===== src/rtl/core/rmsm_pkg.sv =====
// ----------------------------------------------------------------------------
// rmsm_pkg
// shared types and constants of the block rms presence meter
// ----------------------------------------------------------------------------
package rmsm_pkg;

	// field widths of a result beat
	localparam int LEVEL_W = 16;
	localparam int MIN_W   = 15;
	localparam int MAX_W   = 16;
	localparam int RATIO_W = 16;

	// configuration register widths and reset values
	localparam int BL_W  = 13;
	localparam int BPT_W = 10;
	localparam logic [BL_W-1:0]  BLOCK_LENGTH_RESET    = 13'd1600;
	localparam logic [BPT_W-1:0] BLOCKS_PER_TEST_RESET = 10'd100;

	// register word index (paddr bit 2)
	localparam logic REG_BLOCK_LENGTH    = 1'b0;
	localparam logic REG_BLOCKS_PER_TEST = 1'b1;

	// smallest level restarts at full scale
	localparam logic [MIN_W-1:0] LOW_RESET = 15'h7fff;

	// block mean square saturates here
	localparam int MEAN_W = 31;
	localparam logic [MEAN_W-1:0] MEAN_CAP = 31'h4000_0000;

	typedef enum logic {
		KIND_SAMPLE = 1'b0,
		KIND_FINISH = 1'b1
	} kind_e_t;

	typedef enum logic [1:0] {
		VERDICT_NONE    = 2'd0,
		VERDICT_SILENCE = 2'd1,
		VERDICT_WORKING = 2'd2,
		VERDICT_NOISE   = 2'd3
	} verdict_t;

	typedef enum logic [2:0] {
		ST_IDLE,
		ST_DIV,
		ST_SQRT,
		ST_UPD,
		ST_VERD,
		ST_RATIO,
		ST_OUT
	} back_state_t;

	typedef struct packed {
		logic [RATIO_W-1:0] ratio;
		verdict_t           verdict;
		logic [MAX_W-1:0]   max_level;
		logic [MIN_W-1:0]   min_level;
		logic [LEVEL_W-1:0] level;
		logic               is_final;
	} result_t;

endpackage


===== src/rtl/core/rmsm_fifo.sv =====
// ----------------------------------------------------------------------------
// rmsm_fifo
// short register queue between front and back, depth a power of two
// ----------------------------------------------------------------------------
module rmsm_fifo #(
	parameter int W     = 8,
	parameter int DEPTH = 4
) (
	input  logic         clk,
	input  logic         arst_n,
	input  logic         push,
	input  logic [W-1:0] push_data,
	input  logic         pop,
	output logic [W-1:0] pop_data,
	output logic         full,
	output logic         empty
);

	localparam int AW = $clog2(DEPTH);
	localparam int CW = $clog2(DEPTH + 1);

	logic [W-1:0]  mem_q [DEPTH];
	logic [AW-1:0] wr_ptr_q;
	logic [AW-1:0] rd_ptr_q;
	logic [CW-1:0] cnt_q;

	assign full     = (cnt_q == CW'(DEPTH));
	assign empty    = (cnt_q == '0);
	assign pop_data = mem_q[rd_ptr_q];

	always_ff @(posedge clk) begin
		if (push) begin
			mem_q[wr_ptr_q] <= push_data;
		end
	end

	always_ff @(posedge clk or negedge arst_n) begin
		if (!arst_n) begin
			wr_ptr_q <= '0;
			rd_ptr_q <= '0;
			cnt_q    <= '0;
		end else begin
			if (push) begin
				wr_ptr_q <= wr_ptr_q + 1'b1;
			end
			if (pop) begin
				rd_ptr_q <= rd_ptr_q + 1'b1;
			end
			case ({push, pop})
				2'b10:   cnt_q <= cnt_q + 1'b1;
				2'b01:   cnt_q <= cnt_q - 1'b1;
				default: cnt_q <= cnt_q;
			endcase
		end
	end

endmodule


===== src/rtl/core/rmsm_front.sv =====
// ----------------------------------------------------------------------------
// rmsm_front
// squares samples, accumulates the block sum, queues block ends and finishes
// ----------------------------------------------------------------------------
module rmsm_front #(
	parameter int MAX_BLOCK_LENGTH = 4096,
	parameter int LW               = 13,
	parameter int SW               = 43
) (
	input  logic                     clk,
	input  logic                     arst_n,
	input  logic                     in_valid,
	output logic                     in_ready,
	input  logic                     req_type,
	input  logic signed [15:0]       sample,
	input  logic [rmsm_pkg::BL_W-1:0] block_length,
	input  logic                     q_full,
	output logic                     q_push,
	output logic [SW+LW:0]           q_data
);

	import rmsm_pkg::*;

	logic                 valid_s1;
	kind_e_t              kind_s1;
	logic [MEAN_W-1:0]    sq_s1;
	logic [SW-1:0]        sum_q;
	logic [LW-1:0]        cnt_q;

	logic signed [31:0]   prod;
	logic [31:0]          bl_wide;
	logic [LW-1:0]        eff_len;
	logic [SW-1:0]        sum_next;
	logic [LW-1:0]        cnt_next;
	logic                 block_end;
	logic                 advance;

	assign prod    = sample * sample;
	assign bl_wide = 32'(block_length);

	always_comb begin
		if (bl_wide == 32'd0) begin
			eff_len = LW'(1);
		end else if (bl_wide > 32'(MAX_BLOCK_LENGTH)) begin
			eff_len = LW'(MAX_BLOCK_LENGTH);
		end else begin
			eff_len = LW'(bl_wide);
		end
	end

	assign sum_next  = sum_q + SW'(sq_s1);
	assign cnt_next  = cnt_q + 1'b1;
	assign block_end = (cnt_next >= eff_len);

	assign q_push   = valid_s1 && !q_full && ((kind_s1 == KIND_FINISH) || block_end);
	assign advance  = !valid_s1 || (kind_s1 == KIND_SAMPLE && !block_end) || !q_full;
	assign in_ready = advance;
	assign q_data   = {kind_s1, eff_len, sum_next};

	// square stage
	always_ff @(posedge clk) begin
		if (in_valid && advance) begin
			sq_s1 <= prod[MEAN_W-1:0];
		end
	end

	always_ff @(posedge clk or negedge arst_n) begin
		if (!arst_n) begin
			valid_s1 <= 1'b0;
			kind_s1  <= KIND_SAMPLE;
			sum_q    <= '0;
			cnt_q    <= '0;
		end else begin
			if (advance) begin
				valid_s1 <= in_valid;
				if (in_valid) begin
					kind_s1 <= kind_e_t'(req_type);
				end
			end
			// accumulate, or clear on block end and on finish
			if (valid_s1 && advance) begin
				if (kind_s1 == KIND_FINISH || block_end) begin
					sum_q <= '0;
					cnt_q <= '0;
				end else begin
					sum_q <= sum_next;
					cnt_q <= cnt_next;
				end
			end
		end
	end

endmodule


===== src/rtl/core/rmsm_div.sv =====
// ----------------------------------------------------------------------------
// rmsm_div
// restoring divider, one quotient bit per cycle
// ----------------------------------------------------------------------------
module rmsm_div #(
	parameter int NW = 43,
	parameter int DW = 15
) (
	input  logic          clk,
	input  logic          arst_n,
	input  logic          start,
	input  logic [NW-1:0] dividend,
	input  logic [DW-1:0] divisor,
	output logic          done,
	output logic [NW-1:0] quotient
);

	localparam int CNTW = $clog2(NW + 1);

	logic            busy_q;
	logic            done_q;
	logic [CNTW-1:0] cnt_q;
	logic [NW-1:0]   quo_q;
	logic [DW-1:0]   rem_q;
	logic [DW-1:0]   div_q;

	logic [DW:0]     trial;
	logic [DW:0]     diff;
	logic            ge;

	assign trial    = {rem_q, quo_q[NW-1]};
	assign diff     = trial - {1'b0, div_q};
	assign ge       = (trial >= {1'b0, div_q});
	assign done     = done_q;
	assign quotient = quo_q;

	always_ff @(posedge clk) begin
		if (start) begin
			quo_q <= dividend;
			div_q <= divisor;
			rem_q <= '0;
		end else if (busy_q) begin
			quo_q <= {quo_q[NW-2:0], ge};
			rem_q <= ge ? diff[DW-1:0] : trial[DW-1:0];
		end
	end

	always_ff @(posedge clk or negedge arst_n) begin
		if (!arst_n) begin
			busy_q <= 1'b0;
			done_q <= 1'b0;
			cnt_q  <= '0;
		end else begin
			done_q <= busy_q && (cnt_q == CNTW'(1));
			if (start) begin
				busy_q <= 1'b1;
				cnt_q  <= CNTW'(NW);
			end else if (busy_q) begin
				cnt_q <= cnt_q - 1'b1;
				if (cnt_q == CNTW'(1)) begin
					busy_q <= 1'b0;
				end
			end
		end
	end

endmodule


===== src/rtl/core/rmsm_back.sv =====
// ----------------------------------------------------------------------------
// rmsm_back
// per block: mean by division, level by square root, min/max; per test: ratio, verdict
// ----------------------------------------------------------------------------
module rmsm_back #(
	parameter int LW = 13,
	parameter int SW = 43
) (
	input  logic                        clk,
	input  logic                        arst_n,
	input  logic                        q_empty,
	input  logic [SW+LW:0]              q_data,
	output logic                        q_pop,
	input  logic [rmsm_pkg::BPT_W-1:0]  blocks_per_test,
	output logic                        res_valid,
	input  logic                        res_ready,
	output rmsm_pkg::result_t           res
);

	import rmsm_pkg::*;

	localparam int DW = (LW > MIN_W) ? LW : MIN_W;

	back_state_t       state_q;
	back_state_t       state_d;

	logic [LEVEL_W-1:0] level_q;
	logic [MIN_W-1:0]   low_q;
	logic [MAX_W-1:0]   high_q;
	logic [BPT_W-1:0]   bc_q;
	logic               final_q;
	logic [MEAN_W-1:0]  v_q;
	logic [MEAN_W-1:0]  root_q;
	logic [MEAN_W-1:0]  bit_q;
	result_t            res_q;

	kind_e_t            head_kind;
	logic [LW-1:0]      head_len;
	logic [SW-1:0]      head_sum;

	logic               div_start;
	logic [SW-1:0]      div_num;
	logic [DW-1:0]      div_den;
	logic               div_done;
	logic [SW-1:0]      div_quo;

	logic [MEAN_W:0]    sq_trial;
	logic               sq_ge;
	logic [LEVEL_W-1:0] lvl;
	logic [BPT_W-1:0]   bpt_eff;
	logic [BPT_W-1:0]   bc_next;
	logic [MAX_W:0]     low3;
	logic               working;

	assign head_sum  = q_data[SW-1:0];
	assign head_len  = q_data[SW+LW-1:SW];
	assign head_kind = kind_e_t'(q_data[SW+LW]);

	assign sq_trial = {1'b0, root_q} + {1'b0, bit_q};
	assign sq_ge    = ({1'b0, v_q} >= sq_trial);
	assign lvl      = root_q[LEVEL_W-1:0];
	assign bpt_eff  = (blocks_per_test == '0) ? BPT_W'(1) : blocks_per_test;
	assign bc_next  = bc_q + 1'b1;
	assign low3     = (MAX_W+1)'(low_q) + {1'b0, low_q, 1'b0};
	assign working  = (low_q != '0) && ({1'b0, high_q} > low3);

	assign res_valid = (state_q == ST_OUT);
	assign res       = res_q;

	rmsm_div #(
		.NW (SW),
		.DW (DW)
	) u_div (
		.clk      (clk),
		.arst_n   (arst_n),
		.start    (div_start),
		.dividend (div_num),
		.divisor  (div_den),
		.done     (div_done),
		.quotient (div_quo)
	);

	always_ff @(posedge clk or negedge arst_n) begin
		if (!arst_n) begin
			state_q <= ST_IDLE;
		end else begin
			state_q <= state_d;
		end
	end

	always_comb begin
		state_d   = state_q;
		q_pop     = 1'b0;
		div_start = 1'b0;
		div_num   = SW'(high_q);
		div_den   = DW'(low_q);
		case (state_q)
			ST_IDLE: begin
				if (!q_empty) begin
					q_pop = 1'b1;
					if (head_kind == KIND_FINISH) begin
						state_d = ST_VERD;
					end else begin
						div_start = 1'b1;
						div_num   = head_sum;
						div_den   = DW'(head_len);
						state_d   = ST_DIV;
					end
				end
			end
			ST_DIV: begin
				if (div_done) begin
					state_d = ST_SQRT;
				end
			end
			ST_SQRT: begin
				if (bit_q[0]) begin
					state_d = ST_UPD;
				end
			end
			ST_UPD: begin
				state_d = ST_VERD;
			end
			ST_VERD: begin
				if (final_q && high_q != '0 && working) begin
					div_start = 1'b1;
					state_d   = ST_RATIO;
				end else begin
					state_d = ST_OUT;
				end
			end
			ST_RATIO: begin
				if (div_done) begin
					state_d = ST_OUT;
				end
			end
			ST_OUT: begin
				if (res_ready) begin
					state_d = ST_IDLE;
				end
			end
			default: begin
				state_d = ST_IDLE;
			end
		endcase
	end

	// datapath without reset
	always_ff @(posedge clk) begin
		case (state_q)
			ST_IDLE: begin
				level_q <= '0;
			end
			ST_DIV: begin
				if (div_done) begin
					v_q    <= (div_quo > SW'(MEAN_CAP)) ? MEAN_CAP : div_quo[MEAN_W-1:0];
					root_q <= '0;
					bit_q  <= MEAN_CAP;
				end
			end
			ST_SQRT: begin
				if (sq_ge) begin
					v_q    <= v_q - sq_trial[MEAN_W-1:0];
					root_q <= (root_q >> 1) + bit_q;
				end else begin
					root_q <= root_q >> 1;
				end
				bit_q <= bit_q >> 2;
			end
			ST_UPD: begin
				level_q <= lvl;
			end
			ST_VERD: begin
				res_q.level     <= level_q;
				res_q.min_level <= low_q;
				res_q.max_level <= high_q;
				res_q.is_final  <= final_q;
				res_q.ratio     <= '0;
				if (!final_q) begin
					res_q.verdict <= VERDICT_NONE;
				end else if (high_q == '0) begin
					res_q.verdict <= VERDICT_SILENCE;
				end else if (working) begin
					res_q.verdict <= VERDICT_WORKING;
				end else begin
					res_q.verdict <= VERDICT_NOISE;
				end
			end
			ST_RATIO: begin
				if (div_done) begin
					res_q.ratio <= div_quo[RATIO_W-1:0];
				end
			end
			default: begin
				level_q <= level_q;
			end
		endcase
	end

	// test state: min, max, block count; restarts after a final result
	always_ff @(posedge clk or negedge arst_n) begin
		if (!arst_n) begin
			low_q   <= LOW_RESET;
			high_q  <= '0;
			bc_q    <= '0;
			final_q <= 1'b0;
		end else begin
			case (state_q)
				ST_IDLE: begin
					final_q <= !q_empty && (head_kind == KIND_FINISH);
				end
				ST_UPD: begin
					if ({1'b0, lvl} < (LEVEL_W+1)'(low_q)) begin
						low_q <= lvl[MIN_W-1:0];
					end
					if (lvl > high_q) begin
						high_q <= lvl;
					end
					bc_q    <= bc_next;
					final_q <= (bc_next >= bpt_eff);
				end
				ST_OUT: begin
					if (res_ready && final_q) begin
						low_q  <= LOW_RESET;
						high_q <= '0;
						bc_q   <= '0;
					end
				end
				default: begin
					final_q <= final_q;
				end
			endcase
		end
	end

endmodule


===== src/rtl/core/audio_rms_presence_meter_unit.sv =====
// ----------------------------------------------------------------------------
// audio_rms_presence_meter_unit
// block rms level meter with min/max tracking and a presence verdict
// ----------------------------------------------------------------------------
// usage:
//   s_ channel: one beat per sample or finish request (s_tuser high = finish
//   now, partial block dropped). m_ channel: one beat per completed block and
//   one per finish; m_tlast marks the beat that ends a test and carries the
//   verdict (and ratio when the mic is judged working).
//   apb port: block_length at 0x0, blocks_per_test at 0x4, write only while
//   the block is idle.
// timing:
//   samples are taken one per cycle while s_tready is high; the front squares
//   (a registered stage) and sums, and pushes each block end or finish into
//   a 4-entry queue. per block the back runs the restoring divider over the
//   SW-bit sum for the mean (SW = sum width, 43 at the default
//   MAX_BLOCK_LENGTH), then the square root, then bookkeeping; a working final
//   verdict runs the divider, shared with the mean, once more for the ratio.
//   the back takes a new block only when done with the last, so very short
//   blocks back up the queue and s_tready drops until the back catches up.
// reset: registers return to 1600 / 100, test state clears, no beat pending.
// stall: a held result stays on m_tdata; the front keeps taking samples and
//   the queue block ends until the queue is full.
// ----------------------------------------------------------------------------
module audio_rms_presence_meter_unit #(
	parameter int MAX_BLOCK_LENGTH = 4096
) (
	input  logic        clk,
	input  logic        arst_n,
	// sample channel
	input  logic        s_tvalid,
	output logic        s_tready,
	input  logic [15:0] s_tdata,  // [15:0] sample (signed)
	input  logic        s_tuser,  // [0] req_type (1 = finish test)
	// result channel
	output logic        m_tvalid,
	input  logic        m_tready,
	output logic [71:0] m_tdata,  // [15:0] level, [30:16] min_level, [46:31] max_level,
	                              // [48:47] verdict, [64:49] ratio, [71:65] zero
	output logic        m_tlast,  // is_final
	// configuration
	input  logic        psel,
	input  logic        penable,
	input  logic        pwrite,
	input  logic [2:0]  paddr,
	input  logic [31:0] pwdata,
	output logic [31:0] prdata,
	output logic        pready
);

	import rmsm_pkg::*;

	localparam int LW     = $clog2(MAX_BLOCK_LENGTH + 1);
	localparam int SW     = 31 + $clog2(MAX_BLOCK_LENGTH);
	localparam int FW     = SW + LW + 1;
	localparam int QDEPTH = 4;

	logic [BL_W-1:0]  block_length_q;
	logic [BPT_W-1:0] blocks_per_test_q;

	logic             q_push;
	logic             q_pop;
	logic             q_full;
	logic             q_empty;
	logic [FW-1:0]    q_wdata;
	logic [FW-1:0]    q_rdata;
	result_t          res;

	// configuration registers, word chosen by paddr bit 2
	assign pready = 1'b1;

	always_ff @(posedge clk or negedge arst_n) begin
		if (!arst_n) begin
			block_length_q    <= BLOCK_LENGTH_RESET;
			blocks_per_test_q <= BLOCKS_PER_TEST_RESET;
		end else if (psel && penable && pwrite && pready) begin
			case (paddr[2])
				REG_BLOCK_LENGTH:    block_length_q    <= pwdata[BL_W-1:0];
				REG_BLOCKS_PER_TEST: blocks_per_test_q <= pwdata[BPT_W-1:0];
				default:             block_length_q    <= block_length_q;
			endcase
		end
	end

	always_comb begin
		case (paddr[2])
			REG_BLOCK_LENGTH:    prdata = 32'(block_length_q);
			REG_BLOCKS_PER_TEST: prdata = 32'(blocks_per_test_q);
			default:             prdata = '0;
		endcase
	end

	// front: square and accumulate
	rmsm_front #(
		.MAX_BLOCK_LENGTH (MAX_BLOCK_LENGTH),
		.LW               (LW),
		.SW               (SW)
	) u_front (
		.clk          (clk),
		.arst_n       (arst_n),
		.in_valid     (s_tvalid),
		.in_ready     (s_tready),
		.req_type     (s_tuser),
		.sample       (s_tdata),
		.block_length (block_length_q),
		.q_full       (q_full),
		.q_push       (q_push),
		.q_data       (q_wdata)
	);

	// queue of block sums and finish requests
	rmsm_fifo #(
		.W     (FW),
		.DEPTH (QDEPTH)
	) u_fifo (
		.clk       (clk),
		.arst_n    (arst_n),
		.push      (q_push),
		.push_data (q_wdata),
		.pop       (q_pop),
		.pop_data  (q_rdata),
		.full      (q_full),
		.empty     (q_empty)
	);

	// back: mean, root, min/max, verdict; holds the result beat
	rmsm_back #(
		.LW (LW),
		.SW (SW)
	) u_back (
		.clk             (clk),
		.arst_n          (arst_n),
		.q_empty         (q_empty),
		.q_data          (q_rdata),
		.q_pop           (q_pop),
		.blocks_per_test (blocks_per_test_q),
		.res_valid       (m_tvalid),
		.res_ready       (m_tready),
		.res             (res)
	);

	assign m_tdata = {7'b0, res.ratio, res.verdict, res.max_level, res.min_level, res.level};
	assign m_tlast = res.is_final;

	// a block beat carries no verdict and no ratio
	a_block_no_verdict : assert property (@(posedge clk) disable iff (!arst_n)
		m_tvalid && !m_tlast |-> res.verdict == VERDICT_NONE && res.ratio == '0)
		else $error("verdict or ratio on a non-final beat");

	// a final beat always carries a verdict
	a_final_has_verdict : assert property (@(posedge clk) disable iff (!arst_n)
		m_tvalid && m_tlast |-> res.verdict != VERDICT_NONE)
		else $error("final beat without verdict");

	// a block level lies between the running min and max
	a_level_in_range : assert property (@(posedge clk) disable iff (!arst_n)
		m_tvalid && !m_tlast |->
			res.level <= res.max_level && (LEVEL_W)'(res.min_level) <= res.level)
		else $error("block level outside min/max");

	// ratio only with a working verdict
	a_ratio_working : assert property (@(posedge clk) disable iff (!arst_n)
		m_tvalid && res.verdict != VERDICT_WORKING |-> res.ratio == '0)
		else $error("ratio without working verdict");

	// queue never both full and empty
	a_queue_sane : assert property (@(posedge clk) disable iff (!arst_n)
		!(q_full && q_empty))
		else $error("queue full and empty at once");

endmodule

===== config.mk =====
export PLATFORM = sky130hd
export DESIGN_NAME = audio_rms_presence_meter_unit
export DESIGN_NICKNAME = d
export VERILOG_FILES = /design/src/rtl/core/rmsm_pkg.sv /design/src/rtl/core/rmsm_fifo.sv /design/src/rtl/core/rmsm_front.sv /design/src/rtl/core/rmsm_div.sv /design/src/rtl/core/rmsm_back.sv /design/src/rtl/core/audio_rms_presence_meter_unit.sv
export SDC_FILE = /design/constraint.sdc
export NUM_CORES = 2
export LEC_CHECK = 0
export BUFFER_PORTS_ARGS = -buffer_cell sky130_fd_sc_hd__buf_2
export CAP_MARGIN = 25
export CELL_PAD_IN_SITES_DETAIL_PLACEMENT = 1
export CELL_PAD_IN_SITES_GLOBAL_PLACEMENT = 2
export CORE_AREA = 5 5 315 317
export CTS_BUF_LIST = sky130_fd_sc_hd__clkbuf_8
export CTS_CLUSTER_SIZE = 10
export DETAILED_ROUTE_END_ITERATION = 10
export DIE_AREA = 0 0 320 322
export GPL_TIMING_DRIVEN = 0
export PLACE_DENSITY = 0.84
export SYNTH_ARGS = -nofsm -noshare
export SYNTH_HDL_FRONTEND = slang
export SYNTH_SLANG_ARGS = --single-unit

===== constraint.sdc =====
create_clock -name clk -period 7.3 [get_ports clk]
set_input_delay 0.73 -clock clk [delete_from_list [all_inputs] [get_ports clk]]
set_output_delay 0.73 -clock clk [all_outputs]
set_load 0.05 [all_outputs]

==> run metrics <==
classification of the worst-slack hold path input port to register; final antenna-violating net count 0; main area contributors after synthesis edfxtp_1 (34%), fa_1 (11%), ha_1 (8.9%); area of the core region between 90000 and 100000 um2; unrepaired setup endpoints after global routing false; dominant combinational cell family by area after synthesis adder cells; Place WS -0.773 ns; area leader, netlist edfxtp_1; starting utilization of the core area 43.6%; xor and xnor fraction of the mapped netlist area 4.25%; RePlAce Congestion 0.862; status finished clean; post-synthesis instance total approximately 3700; number of cell rows ~110; area enclosed by the die boundary 103000 um2; post-layout instance area 46500 um2; overall routing resource usage a little over a fifth; die width 320 um; residual DRC count 0; kind of end point of the critical path register; Mean Syn Cell Area about 11 um2; Slew HR between 30% and 40%; vias in the first global route around 32000; area share of fa/ha/maj cells after synthesis roughly a fifth; f_max ~140 MHz; Clock Latency Late Sink between 0.7 and 0.8 ns; fraction of synthesized area in multiplexers a little over 5%; post-DP HPWL 87700 um; setup slack, reg-to-reg 0.40 ns; Warnings, synthesis 0; overflow left after global routing 0; data arrival at the endpoint of the critical path between 7 and 8 ns; clock sinks about 630; DR pass1 iterations 5; simple-gate area share of the yosys netlist roughly a tenth; EDFF count, synth 476; detail-routed via count per cell roughly 5.4; fraction of the yosys area taken by sequential cells approximately 43%; pin count of the biggest net entering global routing 82; largest fanout on the critical path 10; buffer depth of the longest clock path 3; post-synthesis instance area 41900 um2; Routed wire per std cell between 20 and 25 um; Setup TNS 0 ns; Fin. Hold Viols 0; fin worst setup slack ~0.38 ns; Primary FF master, synth edfxtp_1; total via count in the routed design 29100; most repeated cell in the gate-level netlist after synthesis edfxtp_1; Setup Viol. Count Final 0; share of layout cells above drive strength 1 a little under an eighth; Sequential Area between 15000 and 20000 um2; CP Data Required Time a little under 8 ns; total area of multi-input combinational cells between 20000 and 25000 um2; number of unique standard cell types used by synthesis 80; Inserted Clock Buffers 103; Clock H-tree levels 3; Final Max Tran Viols 0; Root Driver clkbuf_8; nets@finish around 4600; Die Y-Extent 322 um; register bit count reported by yosys ~630; first-pass GRT wire length 179000 um; fin util between 40% and 50%; Top-Level Pins about 170; CP Launch Type input port; number of antenna violations at the first check in global routing 1; Worst Setup Path Type input port to register; ys async rst share around 22%; clock tree from TritonCTS built; fin crit share between 90% and 100%; filler cell count in the final layout 10400; area post-placement approximately 44000 um2; # port buffers 114; violation count after the first detailed-routing iteration 1457; Tightest Pin Transition ~1.0 ns; min cycle time layout 6.92 ns; area fraction in compound gates after synthesis 11.1%; max-cap check violation count 0; Final Skew between 0.07 and 0.08 ns; top cells by count, synth edfxtp_1 (476), inv_1 (456), nand2_1 (348); share of Yosys cell area claimed by the top area cell type approximately 34%; post-detailed-routing wire length 113000 um; CTS clock-pin slew for the worst setup and hold paths about 0.06 ns; P&R area growth vs syn 11.2%
flip-flops by register name, indices dropped and copies added (netlist names), 15 cells and up:
name,count
u_back.low_q,15
u_back.bit_q,16
u_back.u_div.div_q,15
u_back.u_div.rem_q,15
u_back.v_q,31
u_back.u_div.quotient,43
u_front.sum_q,43
u_front.sq_s1,30
u_back.level_q,16
u_back.high_q,16
u_back.res,66
u_fifo.mem_q,228
u_back.root_q,31
what timing repair did:
item | CTS | global route
hold buffers | 1 | 0
resized for setup | 0 | 11
hold endpoints to repair | 54 | 0
endpoints found under the setup margin | 0 | 6
buffers inserted | 0 | 1
critical path, cell delays in order:
cell and delay (ns):
buf_2 0.10, clkbuf_1 0.45, clkbuf_1 0.53, nand2_1 0.23
inv_1 0.14, fa_1 0.45, fa_1 0.47, fa_1 0.53
fa_1 0.53, fa_1 0.55, inv_1 0.05, fa_1 0.53
inv_1 0.04, ha_1 0.38, a21o_1 0.21, a21o_1 0.17
a21o_1 0.18, a211oi_1 0.23, o21ai_0 0.12, a21oi_1 0.30
o2111ai_1 0.19, a21oi_1 0.20, xnor2_1 0.09
metrics by stage:
stage | hold WS, ns | instances
final | 0.188 | 5365
after floorplan | 0.400 | 3767
after detailed placement | 0.405 | 5166
after CTS | 0.122 | 5363
after global placement | 0.401 | 5157
after global routing | 0.176 | 5365
logic make-up after synthesis:
| kind of cell | after synthesis |
|---|---|
| mux | 140 |
| flops | 632 |
| xor+xnor | 203 |
| simple gates | 903 |
| buf+inv | 617 |
| compound gates | 714 |
| fa+ha+maj | 531 |
| other cells | 2 |
metal layers:
| layer | wire (um) | GRT usage, % |
|---|---|---|
| met1 | 49400 | 28.2 |
| met2 | 56200 | 38.7 |
| met3 | 4280 | 2.81 |
| met4 | 3130 | 6.50 |
| met5 | 0 | 0 |
area by class of cell:
| cell class | count | share of cell area [%] |
|---|---|---|
| clock buffers | 119 | 3.52 |
| multi-input cells | 2518 | 46.0 |
| flip-flops and latches | 632 | 39.0 |
| plain buffers | 157 | 1.54 |
| inverters | 460 | 3.72 |
| repair buffers | 125 | 1.60 |
| clock inverters | 77 | 1.16 |
| well taps | 1276 | 3.43 |
| diodes | 1 | 0.00538 |
placed cells by master, fill, tap and decap left out, types with 119 or more instances in the layout:
cell,instances
a21oi_1,132
nand2_1,347
clkbuf_8,119
dfrtp_1,120
buf_2,124
ha_1,297
fa_1,234
inv_1,484
edfxtp_1,476
nor2_1,184
o21ai_0,202
worst paths after layout:
path,end,from,cells past startpoint
setup / recovery,u_front.sq_s1[30],s_tdata[14],23
hold / removal,u_front.valid_s1,s_tvalid,2
setup reg to reg,u_back.v_q[25],u_back.root_q[4],20
hold reg to reg,u_back.res[9],u_back.level_q[8],0
max in group asynchronous,u_front.sum_q[29],arst_n,3
min in group asynchronous,u_front.sum_q[33],arst_n,2
Power is left out: the tool's default activity adds up to more than one toggle a clock period on the data nets, which glitch-free logic cannot reach.
